`config.mk`:
```
export PLATFORM = sky130hd
export DESIGN_NAME = door_swing_decay_detector_top
export DESIGN_NICKNAME = d
export VERILOG_FILES = /design/src/hdl/dsd_pkg.sv /design/src/hdl/door_swing_decay_detector_top.sv
export VERILOG_INCLUDE_DIRS = /design/src /design/src/hdl
export SDC_FILE = /design/constraint.sdc
export NUM_CORES = 1
export LEC_CHECK = 0
export ABC_AREA = 1
export BUFFER_PORTS_ARGS = -buffer_cell sky130_fd_sc_hd__buf_2
export CAP_MARGIN = 25
export CORE_MARGIN = 10
export CORE_UTILIZATION = 55
export DETAILED_ROUTE_END_ITERATION = 6
export GPL_TIMING_DRIVEN = 0
export PLACE_DENSITY = 0.71
export REMOVE_ABC_BUFFERS = 1
export SLEW_MARGIN = 20
export SYNTH_ARGS = -nofsm -noshare
export SYNTH_HDL_FRONTEND = slang
export SYNTH_SLANG_ARGS = --single-unit
```
`constraint.sdc`:
```
create_clock -name clk_i -period 14.9 [get_ports clk_i]
set_input_delay 2.98 -clock clk_i [delete_from_list [all_inputs] [get_ports clk_i]]
set_output_delay 2.98 -clock clk_i [all_outputs]
set_load 0.03 [all_outputs]
```
`src/hdl/door_swing_decay_detector_top_defines.svh`:
```
// ----------------------------------------------------------------------------
// Door swing decay detector assertion macros
// Shared concurrent checks, clocked on clk_i and disabled while rst_ni is low.
// ----------------------------------------------------------------------------
`ifndef DOOR_SWING_DECAY_DETECTOR_TOP_DEFINES_SVH
`define DOOR_SWING_DECAY_DETECTOR_TOP_DEFINES_SVH

// Condition holds at every edge out of reset.
`define DSD_ASSERT_ALWAYS(label, cond) \
  label: assert property (@(posedge clk_i) disable iff (!rst_ni) (cond)) \
    else $error("dsd: invariant violated");

// Antecedent implies consequent in the same cycle.
`define DSD_ASSERT_IMPL(label, ante, cons) \
  label: assert property (@(posedge clk_i) disable iff (!rst_ni) (ante) |-> (cons)) \
    else $error("dsd: implication violated");

`endif

```
`src/hdl/dsd_pkg.sv`:
```
// ----------------------------------------------------------------------------
// Door swing decay detector package
// Widths, register indexes, status and extreme-kind codes.
// ----------------------------------------------------------------------------
package dsd_pkg;

  localparam int COUNT_WIDTH = 16;  // swing counters
  localparam int RATE_WIDTH  = 20;  // gyro rate, 1/256 deg/s

  localparam int PITCH_W  = 16;
  localparam int ANGLE_W  = 15;
  localparam int FACTOR_W = 9;
  localparam int THR_W    = 19;
  localparam int CFG_IDX_W  = 3;
  localparam int CFG_DATA_W = 19;

  localparam logic [CFG_IDX_W-1:0] CFG_OPEN_ANGLE      = 3'd0;
  localparam logic [CFG_IDX_W-1:0] CFG_CLOSE_ANGLE     = 3'd1;
  localparam logic [CFG_IDX_W-1:0] CFG_DECAY_FACTOR    = 3'd2;
  localparam logic [CFG_IDX_W-1:0] CFG_SWING_THRESHOLD = 3'd3;

  localparam logic [ANGLE_W-1:0]  OPEN_ANGLE_RST      = 15'd384;
  localparam logic [ANGLE_W-1:0]  CLOSE_ANGLE_RST     = 15'd64;
  localparam logic [FACTOR_W-1:0] DECAY_FACTOR_RST    = 9'd128;
  localparam logic [THR_W-1:0]    SWING_THRESHOLD_RST = 19'd32;

  typedef enum logic [1:0] {
    ST_NOT_READY = 2'd0,
    ST_DETECTING = 2'd1,
    ST_OPEN      = 2'd2,
    ST_CLOSED    = 2'd3
  } status_e;

  typedef enum logic [1:0] {
    KIND_NONE   = 2'd0,
    KIND_PEAK   = 2'd1,
    KIND_TROUGH = 2'd2
  } kind_e;

endpackage

```
`src/hdl/door_swing_decay_detector_top.sv`:
```
// ----------------------------------------------------------------------------
// Door swing decay detector
// Tracks peaks and troughs of the door's x rate and reports open / closed.
// ----------------------------------------------------------------------------
// Usage:
//   Input channel (in_valid_i / in_stall_o): one fused IMU word per transfer,
//   taken at an edge with in_valid_i high and in_stall_o low.
//   Output channel (out_valid_o / out_stall_i): one status word per input
//   word, in order: door_state_o, swings_seen_o, decaying_swings_o.
//   Config channel (cfg_valid_i / cfg_ready_o): register index and data;
//   always ready. Write only while the block is idle.
//   Path: a word taken lands in the input register, is evaluated and
//   loaded into the result register once that register is free;
//   out_valid_o is high after that load. Throughput: one word per cycle
//   while the output is not stalled, set by the single evaluate step (slope
//   compare, counter update, one 16x9 multiply and compare) between the input and result registers.
//   Stall: a stalled result holds; the input register keeps filling while
//   the result register drains, and in_stall_o rises only when both are full.
//   Reset: registers to defaults, counters zero, status held as detecting.
// ----------------------------------------------------------------------------
`include "door_swing_decay_detector_top_defines.svh"

module door_swing_decay_detector_top (
  input  logic                                    clk_i,
  input  logic                                    rst_ni,
  // config write channel
  input  logic                                    cfg_valid_i,
  output logic                                    cfg_ready_o,
  input  logic [dsd_pkg::CFG_IDX_W-1:0]           cfg_index_i,
  input  logic [dsd_pkg::CFG_DATA_W-1:0]          cfg_data_i,
  // input channel
  input  logic                                    in_valid_i,
  output logic                                    in_stall_o,
  input  logic                                    fusion_ready_i,
  input  logic signed [dsd_pkg::PITCH_W-1:0]      pitch_angle_i,
  input  logic signed [dsd_pkg::RATE_WIDTH-1:0]   rate_x_i,
  input  logic                                    gyro_moving_i,
  input  logic                                    accel_moving_i,
  // output channel
  output logic                                    out_valid_o,
  input  logic                                    out_stall_i,
  output logic [1:0]                              door_state_o,
  output logic [dsd_pkg::COUNT_WIDTH-1:0]         swings_seen_o,
  output logic [dsd_pkg::COUNT_WIDTH-1:0]         decaying_swings_o
);
  import dsd_pkg::*;

  // signed compare width wide enough for rate and negated threshold
  localparam int CMP_W  = ((RATE_WIDTH > THR_W) ? RATE_WIDTH : THR_W) + 2;
  localparam int PROD_W = COUNT_WIDTH + FACTOR_W;

  // --------------------------------------------------------------------------
  // Config registers
  // --------------------------------------------------------------------------
  logic [ANGLE_W-1:0]  open_angle_q, close_angle_q;
  logic [FACTOR_W-1:0] decay_factor_q;
  logic [THR_W-1:0]    swing_threshold_q;

  assign cfg_ready_o = 1'b1;

  always_ff @(posedge clk_i or negedge rst_ni) begin
    if (!rst_ni) begin
      open_angle_q      <= OPEN_ANGLE_RST;
      close_angle_q     <= CLOSE_ANGLE_RST;
      decay_factor_q    <= DECAY_FACTOR_RST;
      swing_threshold_q <= SWING_THRESHOLD_RST;
    end else if (cfg_valid_i) begin
      unique case (cfg_index_i)
        CFG_OPEN_ANGLE:      open_angle_q      <= cfg_data_i[ANGLE_W-1:0];
        CFG_CLOSE_ANGLE:     close_angle_q     <= cfg_data_i[ANGLE_W-1:0];
        CFG_DECAY_FACTOR:    decay_factor_q    <= cfg_data_i[FACTOR_W-1:0];
        CFG_SWING_THRESHOLD: swing_threshold_q <= cfg_data_i[THR_W-1:0];
        default: ;  // unmapped index: ignored
      endcase
    end
  end

  // --------------------------------------------------------------------------
  // Handshake: input register -> result register
  // --------------------------------------------------------------------------
  logic s0_valid_q, out_valid_q;
  logic s0_fire, out_free;

  assign out_free   = !out_valid_q || !out_stall_i;
  assign s0_fire    = s0_valid_q && out_free;
  assign in_stall_o = s0_valid_q && !out_free;
  assign out_valid_o = out_valid_q;

  logic                          s0_ready_q, s0_gmov_q, s0_amov_q;
  logic signed [PITCH_W-1:0]     s0_pitch_q;
  logic signed [RATE_WIDTH-1:0]  s0_rate_q;

  always_ff @(posedge clk_i or negedge rst_ni) begin
    if (!rst_ni) begin
      s0_valid_q  <= 1'b0;
      out_valid_q <= 1'b0;
    end else begin
      if (!in_stall_o) s0_valid_q <= in_valid_i;
      if (out_free)    out_valid_q <= s0_valid_q;
    end
  end

  always_ff @(posedge clk_i) begin
    if (in_valid_i && !in_stall_o) begin
      s0_ready_q <= fusion_ready_i;
      s0_pitch_q <= pitch_angle_i;
      s0_rate_q  <= rate_x_i;
      s0_gmov_q  <= gyro_moving_i;
      s0_amov_q  <= accel_moving_i;
    end
  end

  // --------------------------------------------------------------------------
  // Tracker state
  // --------------------------------------------------------------------------
  logic signed [RATE_WIDTH-1:0] prev_rate_q, prev_rate_d;
  logic                         rising_now_q, rising_now_d;
  logic                         rising_before_q, rising_before_d;
  logic                         primed_q, primed_d;
  logic [COUNT_WIDTH-1:0]       swing_total_q, swing_total_d;
  logic [COUNT_WIDTH-1:0]       decay_total_q, decay_total_d;
  kind_e                        last_kind_q, last_kind_d;
  kind_e                        older_kind_q, older_kind_d;
  logic [RATE_WIDTH-1:0]        last_extreme_q, last_extreme_d;
  logic [RATE_WIDTH-1:0]        older_extreme_q, older_extreme_d;
  status_e                      held_status_q, held_status_d;
  status_e                      status;

  // evaluate-step intermediates
  logic [PITCH_W-1:0]           pitch_mag;
  logic signed [CMP_W-1:0]      prev_ext, thr_ext, neg_thr;
  logic                         rn, peak_hit, trough_hit;
  kind_e                        kind;
  logic [RATE_WIDTH-1:0]        mag;
  logic [PROD_W-1:0]            prod;
  logic [PROD_W-9:0]            need;

  assign pitch_mag = s0_pitch_q[PITCH_W-1] ? $unsigned(-s0_pitch_q) : $unsigned(s0_pitch_q);
  assign prev_ext  = CMP_W'(prev_rate_q);
  assign thr_ext   = $signed(CMP_W'(swing_threshold_q));
  assign neg_thr   = -thr_ext;

  // saturating increment
  function automatic logic [COUNT_WIDTH-1:0] sat_inc(input logic [COUNT_WIDTH-1:0] c);
    return (&c) ? c : c + 1'b1;
  endfunction

  always_comb begin
    prev_rate_d     = s0_rate_q;
    rising_now_d    = rising_now_q;
    rising_before_d = rising_before_q;
    primed_d        = primed_q;
    swing_total_d   = swing_total_q;
    decay_total_d   = decay_total_q;
    last_kind_d     = last_kind_q;
    older_kind_d    = older_kind_q;
    last_extreme_d  = last_extreme_q;
    older_extreme_d = older_extreme_q;
    held_status_d   = held_status_q;
    status          = ST_NOT_READY;
    rn         = rising_now_q;
    peak_hit   = 1'b0;
    trough_hit = 1'b0;
    kind       = KIND_NONE;
    mag        = '0;
    prod       = '0;
    need       = '0;

    if (s0_ready_q) begin
      if (pitch_mag >= {1'b0, open_angle_q}) begin
        // door swung open: drop all tracking, keep slope bits
        primed_d        = 1'b0;
        swing_total_d   = '0;
        decay_total_d   = '0;
        last_kind_d     = KIND_NONE;
        older_kind_d    = KIND_NONE;
        last_extreme_d  = '0;
        older_extreme_d = '0;
        status          = ST_OPEN;
      end else begin
        if (prev_rate_q < s0_rate_q)      rn = 1'b1;
        else if (prev_rate_q > s0_rate_q) rn = 1'b0;

        if (primed_q) begin
          peak_hit   = !rn && rising_before_q && (prev_ext > thr_ext);
          trough_hit = rn && !rising_before_q && (prev_ext <= neg_thr);
          if (peak_hit || trough_hit) begin
            kind = peak_hit ? KIND_PEAK : KIND_TROUGH;
            mag  = peak_hit ? $unsigned(prev_rate_q) : $unsigned(-prev_rate_q);
            if (last_kind_q == kind) begin
              // repeated extreme: keep the larger one
              if (mag > last_extreme_q) last_extreme_d = mag;
            end else begin
              if (last_kind_q != KIND_NONE) begin
                if (older_kind_q != KIND_NONE) begin
                  if (last_extreme_q <= older_extreme_q) decay_total_d = sat_inc(decay_total_q);
                  swing_total_d = sat_inc(swing_total_q);
                end
                older_kind_d    = last_kind_q;
                older_extreme_d = last_extreme_q;
              end
              last_kind_d    = kind;
              last_extreme_d = mag;
            end
          end
          if (!s0_gmov_q && !s0_amov_q) begin
            prod = PROD_W'(swing_total_d) * PROD_W'(decay_factor_q);
            need = prod[PROD_W-1:8];
            if ((PROD_W-8)'(decay_total_d) >= need && pitch_mag < {1'b0, close_angle_q})
              held_status_d = ST_CLOSED;
            else
              held_status_d = ST_OPEN;
          end
        end else begin
          primed_d      = 1'b1;
          held_status_d = ST_DETECTING;
        end
        rising_now_d    = rn;
        rising_before_d = rn;
        status          = held_status_d;
      end
    end
  end

  always_ff @(posedge clk_i or negedge rst_ni) begin
    if (!rst_ni) begin
      prev_rate_q     <= '0;
      rising_now_q    <= 1'b0;
      rising_before_q <= 1'b0;
      primed_q        <= 1'b0;
      swing_total_q   <= '0;
      decay_total_q   <= '0;
      last_kind_q     <= KIND_NONE;
      older_kind_q    <= KIND_NONE;
      last_extreme_q  <= '0;
      older_extreme_q <= '0;
      held_status_q   <= ST_DETECTING;
    end else if (s0_fire) begin
      prev_rate_q     <= prev_rate_d;
      rising_now_q    <= rising_now_d;
      rising_before_q <= rising_before_d;
      primed_q        <= primed_d;
      swing_total_q   <= swing_total_d;
      decay_total_q   <= decay_total_d;
      last_kind_q     <= last_kind_d;
      older_kind_q    <= older_kind_d;
      last_extreme_q  <= last_extreme_d;
      older_extreme_q <= older_extreme_d;
      held_status_q   <= held_status_d;
    end
  end

  // result register (payload, no reset)
  always_ff @(posedge clk_i) begin
    if (s0_fire) begin
      door_state_o      <= status;
      swings_seen_o     <= swing_total_d;
      decaying_swings_o <= decay_total_d;
    end
  end

  // --------------------------------------------------------------------------
  // Assertions
  // --------------------------------------------------------------------------
  `DSD_ASSERT_ALWAYS(a_decay_le_swing, decay_total_q <= swing_total_q)
  `DSD_ASSERT_IMPL(a_unprimed_no_swings, !primed_q, swing_total_q == '0)
  `DSD_ASSERT_IMPL(a_older_needs_last, last_kind_q == KIND_NONE, older_kind_q == KIND_NONE)
  `DSD_ASSERT_IMPL(a_no_needless_stall, !out_valid_q || !out_stall_i, !in_stall_o)

endmodule
```
==> out/results.ini, run 1 <==
[clock_tree]
cts.sinks=233
cts_tree=built
cts_root_buf=clkbuf_16
ctsHoldBuffers=0
cts_buffers=26
post_cts_buffers=0
clock_latency_ps=560
h-tree-depth=1
clk_pin_slew_worst_paths_ps=60
cts_max_path_buffers=3
ctsResizeCount=0

[floorplanning]
dieWidth_microns=204
fp.dieH_microns=204
core_sq_um=33500
initial_core_util=0.557
core.rowCount=67
ios=103
dieArea_sq_um=41700

[setup_path]
path_common_cell=nand2_1
r2r_cells=57
worstPathRequired_ps=15260
cp.arrival_ps=10910
timing.rr.start=swing_threshold_q[0]$_DFFE_PN0P_
crit_type=reg -> reg
start_kind=register
slowest_stage=xor2_1
r2r_setup_slack_ps=4360
reg2reg_to=door_state_o[0]$_SDFFCE_PP0P_
slowest_delay_ps=690
crit_fanout=8
end_kind=register

[sta]
worst_pin_slew_ps=911
holdWs_ps=472
slew_headroom=0.392
final_max_slew_viol_count=0
rsz0062_at_grt=false
tns_ps=0
min_period_over_period=0.708
hold_viol_final=0
fin_skew_ps=17.6
fin_crit_ps=10540
setup_violations=0
max_freq_ghz=0.0948

[global_route]
grt_use_met2=0.383
grt_start_max_net_pins=86
grt_use_met3=0.0357
grt_first_pass_wirelength_microns=76800
busiest_layer=met2
grt_pass1_vias=15400
antenna_found_initial=1
grt_overflow=0
grt.total_usage=0.225
grtUsageMet1=0.286

[synth]
synth_edf_count=73
ys_ff_latch=233
synth_top_area_share=0.206
seq_area_frac_synth=0.332
synth_commonest_cells=432 x nand2_1, 390 x inv_1, 200 x nor2_1, 191 x ha_1, 159 x o21ai_0
synth_area_leader_cell=dfrtp_1
syn_area_sq_um=18700
synth.area.top_cells=dfrtp_1 21%, ha_1 13%, edfxtp_1 12%
yosysWarnings=0
async_reset_ff_frac=0.687
synth_area_per_cell_sq_um=8.24
syn_inst=2267
synth-main-ff-cell=dfrtp_1
yosysMostFrequentCell=nand2_1
yosysUniqueCellTypes=57

[drt]
drt-total-wl_microns=46400
detail_route.iter0.violations=1059
antenna_left=0
via_per_inst=5.46
drtPass1Iterations=6
remaining_drc_errors=0
num_vias=15400
wl_per_cell_microns=16.5

[run]
maxCapViolations=0

[final_layout]
fin_nets=2702
area_growth_pct=10.3
multiInputGateArea_sq_um=10800
final_cells=2816
register_area_sq_um=6200
drive_above_1_share=0.0934
nFillCells=2957

[worst_hold_path]
holdPathStages=2
hold_end=held_status_q[0]$_DFFE_PN1P_
hold_class=reg -> reg
hp-start=held_status_q[0]$_DFFE_PN1P_

[place]
io_buffers=101
dp_hpwl_microns=36600
gp_congestion=0.894
dp_cells=2764

[power_and_ir_drop]
cellLeakagePower_nw=10.2
power-per-cell-area_nw_per_um2=175
vdd_drop_max_v=0.0000999

[outcome]
status=finished, final reports clean

[layer usage]
| metal | share of wire | up-vias |
|---|---|---|
| met5 | 0 | - |
| met4 | 0.029 | 0 |
| met3 | 0.061 | 88 |
| met2 | 0.48 | 441 |
| met1 | 0.43 | 7335 |
| li1 | - | 7525 |
[how the worst max path moves through the flow]
stage / from / to
after global placement: out_stall_i / older_kind_q[1]$_DFFE_PN0P_
after CTS: swing_threshold_q[0]$_DFFE_PN0P_ / door_state_o[0]$_SDFFCE_PP0P_
after floorplan: out_stall_i / older_kind_q[0]$_DFFE_PN0P_
after detailed placement: swing_threshold_q[0]$_DFFE_PN0P_ / door_state_o[0]$_SDFFCE_PP0P_
final: swing_threshold_q[0]$_DFFE_PN0P_ / door_state_o[0]$_SDFFCE_PP0P_
after global routing: swing_threshold_q[0]$_DFFE_PN0P_ / door_state_o[0]$_SDFFCE_PP0P_
[registers in the layout (all words and copies together) (netlist names), 16 cells and up]
| name | cells |
|---|---|
| older_extreme_q | 20 |
| s0_pitch_q | 16 |
| swing_total_q | 16 |
| decaying_swings_o | 16 |
| swing_threshold_q | 19 |
| prev_rate_q | 20 |
| decay_total_q | 16 |
| prev_rate_d | 20 |
| last_extreme_q | 20 |
| swings_seen_o | 16 |
[kinds of logic (layout without fill, tap and decap cells)]
kind of cell    Yosys count  count (layout)  synth area share
compound gates          394             394             0.120
xor+xnor                 78              78            0.0386
fa+ha+maj               289             289             0.233
buf+inv                 461             561            0.0933
flops                   233             233             0.332
other cells               1               2          0.000201
simple gates            811             811             0.183
[where the power goes]
| part | total (mW) | internal, mW | switching (mW) |
|---|---|---|---|
| combinational | 2.01 | 0.725 | 1.29 |
| sequential | 0.970 | 0.816 | 0.153 |
| clock | 0.631 | 0.361 | 0.270 |
| total | 3.62 | 1.90 | 1.71 |
[through the flow]
stage               instance area (sq um)  power (mW)  setup slack (ps)   util
floorplan                           18500        2.40              5940      -
global placement                    19500        2.88              2070  0.582
detailed placement                  19700        2.97              4510  0.589
CTS                                 20600        3.62              4440  0.614
global route                        20600        3.97              3340  0.615
finish                              20600        3.62              4360  0.615
[placed cells by master (no fill, tap or decap), types with 30 or more instances in the layout]
cell type,instances
o211ai_1,30
a21oi_1,87
nand2_1,432
buf_2,100
xor2_1,55
o21ai_0,159
nand3_1,74
nor2_1,197
inv_1,389
fa_1,98
edfxtp_1,73
nor3_1,35
o22ai_1,53
dfrtp_1,153
ha_1,191
[final cells by class]
cell class                      instances  share of cell area
Multi-Input combinational cell       1573               0.522
Tap cell                              448              0.0272
Inverter                              401              0.0731
Timing Repair Buffer                  112              0.0353
Clock buffer                           29              0.0326
Clock inverter                         19             0.00813
Antenna cell                            1            0.000121
Sequential cell                       233               0.301
[critical path: cells and delay by family (launching register included)]
family          cells  cell delay (ps)
simple gates       28             3470
fa+ha+maj           7             2980
compound gates     12             1960
xor+xnor            2              840
buf+inv             8              580
flops               1              470
Note: power is estimated with default switching activity, not from simulation.
==> run 2: changes to the inputs <==
ABC_AREA = 0   (was 1)
PLACE_DENSITY = 0.74   (was 0.71)
clock period = 9.55 ns   (was 14.9 ns; I/O delays follow)
==> run 2 against run 1 <==
The run now ends with negative setup slack left. Critical path depth shrank 13. Sequential share of layout area fell by 1.9 points. Synthesized area is 0.58% higher. Critical path type unchanged. Combinational power down 38%. Largest power group is now sequential cells.
==> out/results.ini, run 2 <==
[floorplanning]
dieArea_sq_um=42000
fp.dieH_microns=205
core_sq_um=33600
dieWidth_microns=205
initial_core_util=0.559
core.rowCount=67
ios=103

[synth]
synth.area.top_cells=dfrtp_1 21%, ha_1 13%, edfxtp_1 12%
synth_area_per_cell_sq_um=9.59
synth_top_area_share=0.205
synth_area_leader_cell=dfrtp_1
seq_area_frac_synth=0.330
synth-simple-area-share=0.153
synth_top_family_by_area=adder cells
synth.mux.area_fraction=0.0357
ys_ff_latch=233
synth-main-ff-cell=dfrtp_1
synthXorXnorAreaFrac=0.0404
synth_compound_area_frac=0.146
yosysWarnings=0
synth_fa_ha_area_frac=0.232
yosysUniqueCellTypes=81
async_reset_ff_frac=0.687
synth_edf_count=73
yosysMostFrequentCell=inv_1
syn_inst=1960
syn_area_sq_um=18800
synth_commonest_cells=225 x inv_1, 211 x nand2_1, 191 x ha_1, 154 x dfrtp_1, 126 x o21ai_0

[sta]
fin_skew_ps=24.4
tns_ps=-1100
max_freq_ghz=0.0985
final_max_slew_viol_count=0
hold_viol_final=0
min_period_over_period=1.06
holdWs_ps=505
worst_pin_slew_ps=1110
setup_violations=2
fin_ws_ps=-598
slew_headroom=0.260
rsz0062_at_grt=true
fin_crit_ps=10150

[setup_path]
slowest_stage=fa_1
r2r_cells=44
cp.arrival_ps=10630
path_buf_inv=7
crit_type=reg -> reg
worstPathRequired_ps=10040
path_common_cell=fa_1
start_kind=register
slowest_delay_ps=540
crit_fanout=4
reg2reg_to=held_status_q[0]$_DFFE_PN1P_
crit_family=adder cells
end_kind=register
timing.rr.start=swing_threshold_q[4]$_DFFE_PN0P_
r2r_setup_slack_ps=-600

[final_layout]
drive_above_1_share=0.185
mostFrequentLayoutCells=219 x inv_1, 206 x nand2_1, 178 x ha_1
layout_commonest_cell=inv_1
antennaDiodeCount=0
fin_util=0.655
fin_nets=2438
design_area_sq_um=22000
area_growth_pct=17.2

[drt]
wl_per_cell_microns=19.0
drt-total-wl_microns=48600
detail_route.iter0.violations=1238
antenna_left=0
drtPass1Iterations=6
via_per_inst=5.93
remaining_drc_errors=0
num_vias=15100

[worst_hold_path]
hp-start=swing_threshold_q[14]$_DFFE_PN0P_
hold_end=swing_threshold_q[14]$_DFFE_PN0P_
holdPathStages=1
hold_class=reg -> reg

[global_route]
grt_first_pass_wirelength_microns=78100
grt_pass1_vias=15300
grt_start_max_net_pins=64
grt_overflow=0
grt.total_usage=0.226
antenna_found_initial=2

[clock_tree]
cts.sinks=233
cts_tree=built
cts_max_path_buffers=3
cts_root_buf=clkbuf_16
cts_buffers=27
clock_latency_ps=570
h-tree-depth=1
clk_pin_slew_worst_paths_ps=60

[place]
gp_congestion=0.889
io_buffers=101
dp_hpwl_microns=35400
dpl_cell_area_sq_um=19800

[power_and_ir_drop]
power_mw=3.73
vdd_drop_max_v=0.000170
cellLeakagePower_nw=10.3
power-per-cell-area_nw_per_um2=169

[run]
maxCapViolations=0

[outcome]
violations=negative setup slack
status=finished, violations left

[run 2: how the worst max path moves through the flow]
stage | startpoint | endpoint | cells past startpoint
2_1_floorplan | swing_threshold_q[2]$_DFFE_PN0P_ | held_status_q[0]$_DFFE_PN1P_ | 42
3_3_place_gp | swing_threshold_q[2]$_DFFE_PN0P_ | held_status_q[0]$_DFFE_PN1P_ | 41
3_5_place_dp | swing_threshold_q[2]$_DFFE_PN0P_ | held_status_q[0]$_DFFE_PN1P_ | 43
4_1_cts | swing_threshold_q[3]$_DFFE_PN0P_ | door_state_o[0]$_SDFFCE_PP0P_ | 42
5_1_grt | swing_threshold_q[4]$_DFFE_PN0P_ | held_status_q[0]$_DFFE_PN1P_ | 44
6_report | swing_threshold_q[4]$_DFFE_PN0P_ | held_status_q[0]$_DFFE_PN1P_ | 44
[run 2: cell families (layout without fill, tap and decap cells)]
logic type               after synthesis  count (layout)
flip-flops                           233             233
AND/OR/NAND/NOR                      567             567
XOR/XNOR                              85              86
adder cells (fa/ha/maj)              289             289
AO/OA/AOI/OAI                        415             415
buffers and inverters                308             451
other                                  1               1
multiplexers                          62              62
[run 2: report_power, final]
group          internal, mW  switching [mW]  total [mW]
clock                 0.647           0.433        1.08
combinational         0.546           0.700        1.25
sequential             1.19           0.205        1.40
total                  2.39            1.34        3.73
[run 2: layout make-up]
class,count,area [sq um]
Sequential cell,233,6210
Inverter,225,845
Multi-Input combinational cell,1420,12200
Fill cell,2601,11600
Timing Repair Buffer,176,1270
Clock inverter,16,203
Tap cell,448,561
Clock buffer,34,722
[run 2: metrics by stage]
step                      worst slack, ps  cells
final                                -598   2552
after global placement              -3050   2426
after detailed placement            -3040   2443
after floorplan                      -683   1877
after global routing                 -935   2552
after CTS                            -389   2527
[run 2: timing repair]
item,in CTS,in global routing
resized for setup,107,41
buffers inserted,34,21
pin swaps,44,51
cloned,0,1
hold buffers,0,0
setup endpoints to repair,2,2
[run 2: layer usage]
layer / GRT usage / share of wire / vias to the layer above
met5: 0 / 0.00014 / -
li1: - / - / 7044
met1: 0.298 / 0.42 / 7462
met4: 0.0630 / 0.028 / 2
met2: 0.377 / 0.48 / 525
met3: 0.0370 / 0.069 / 99
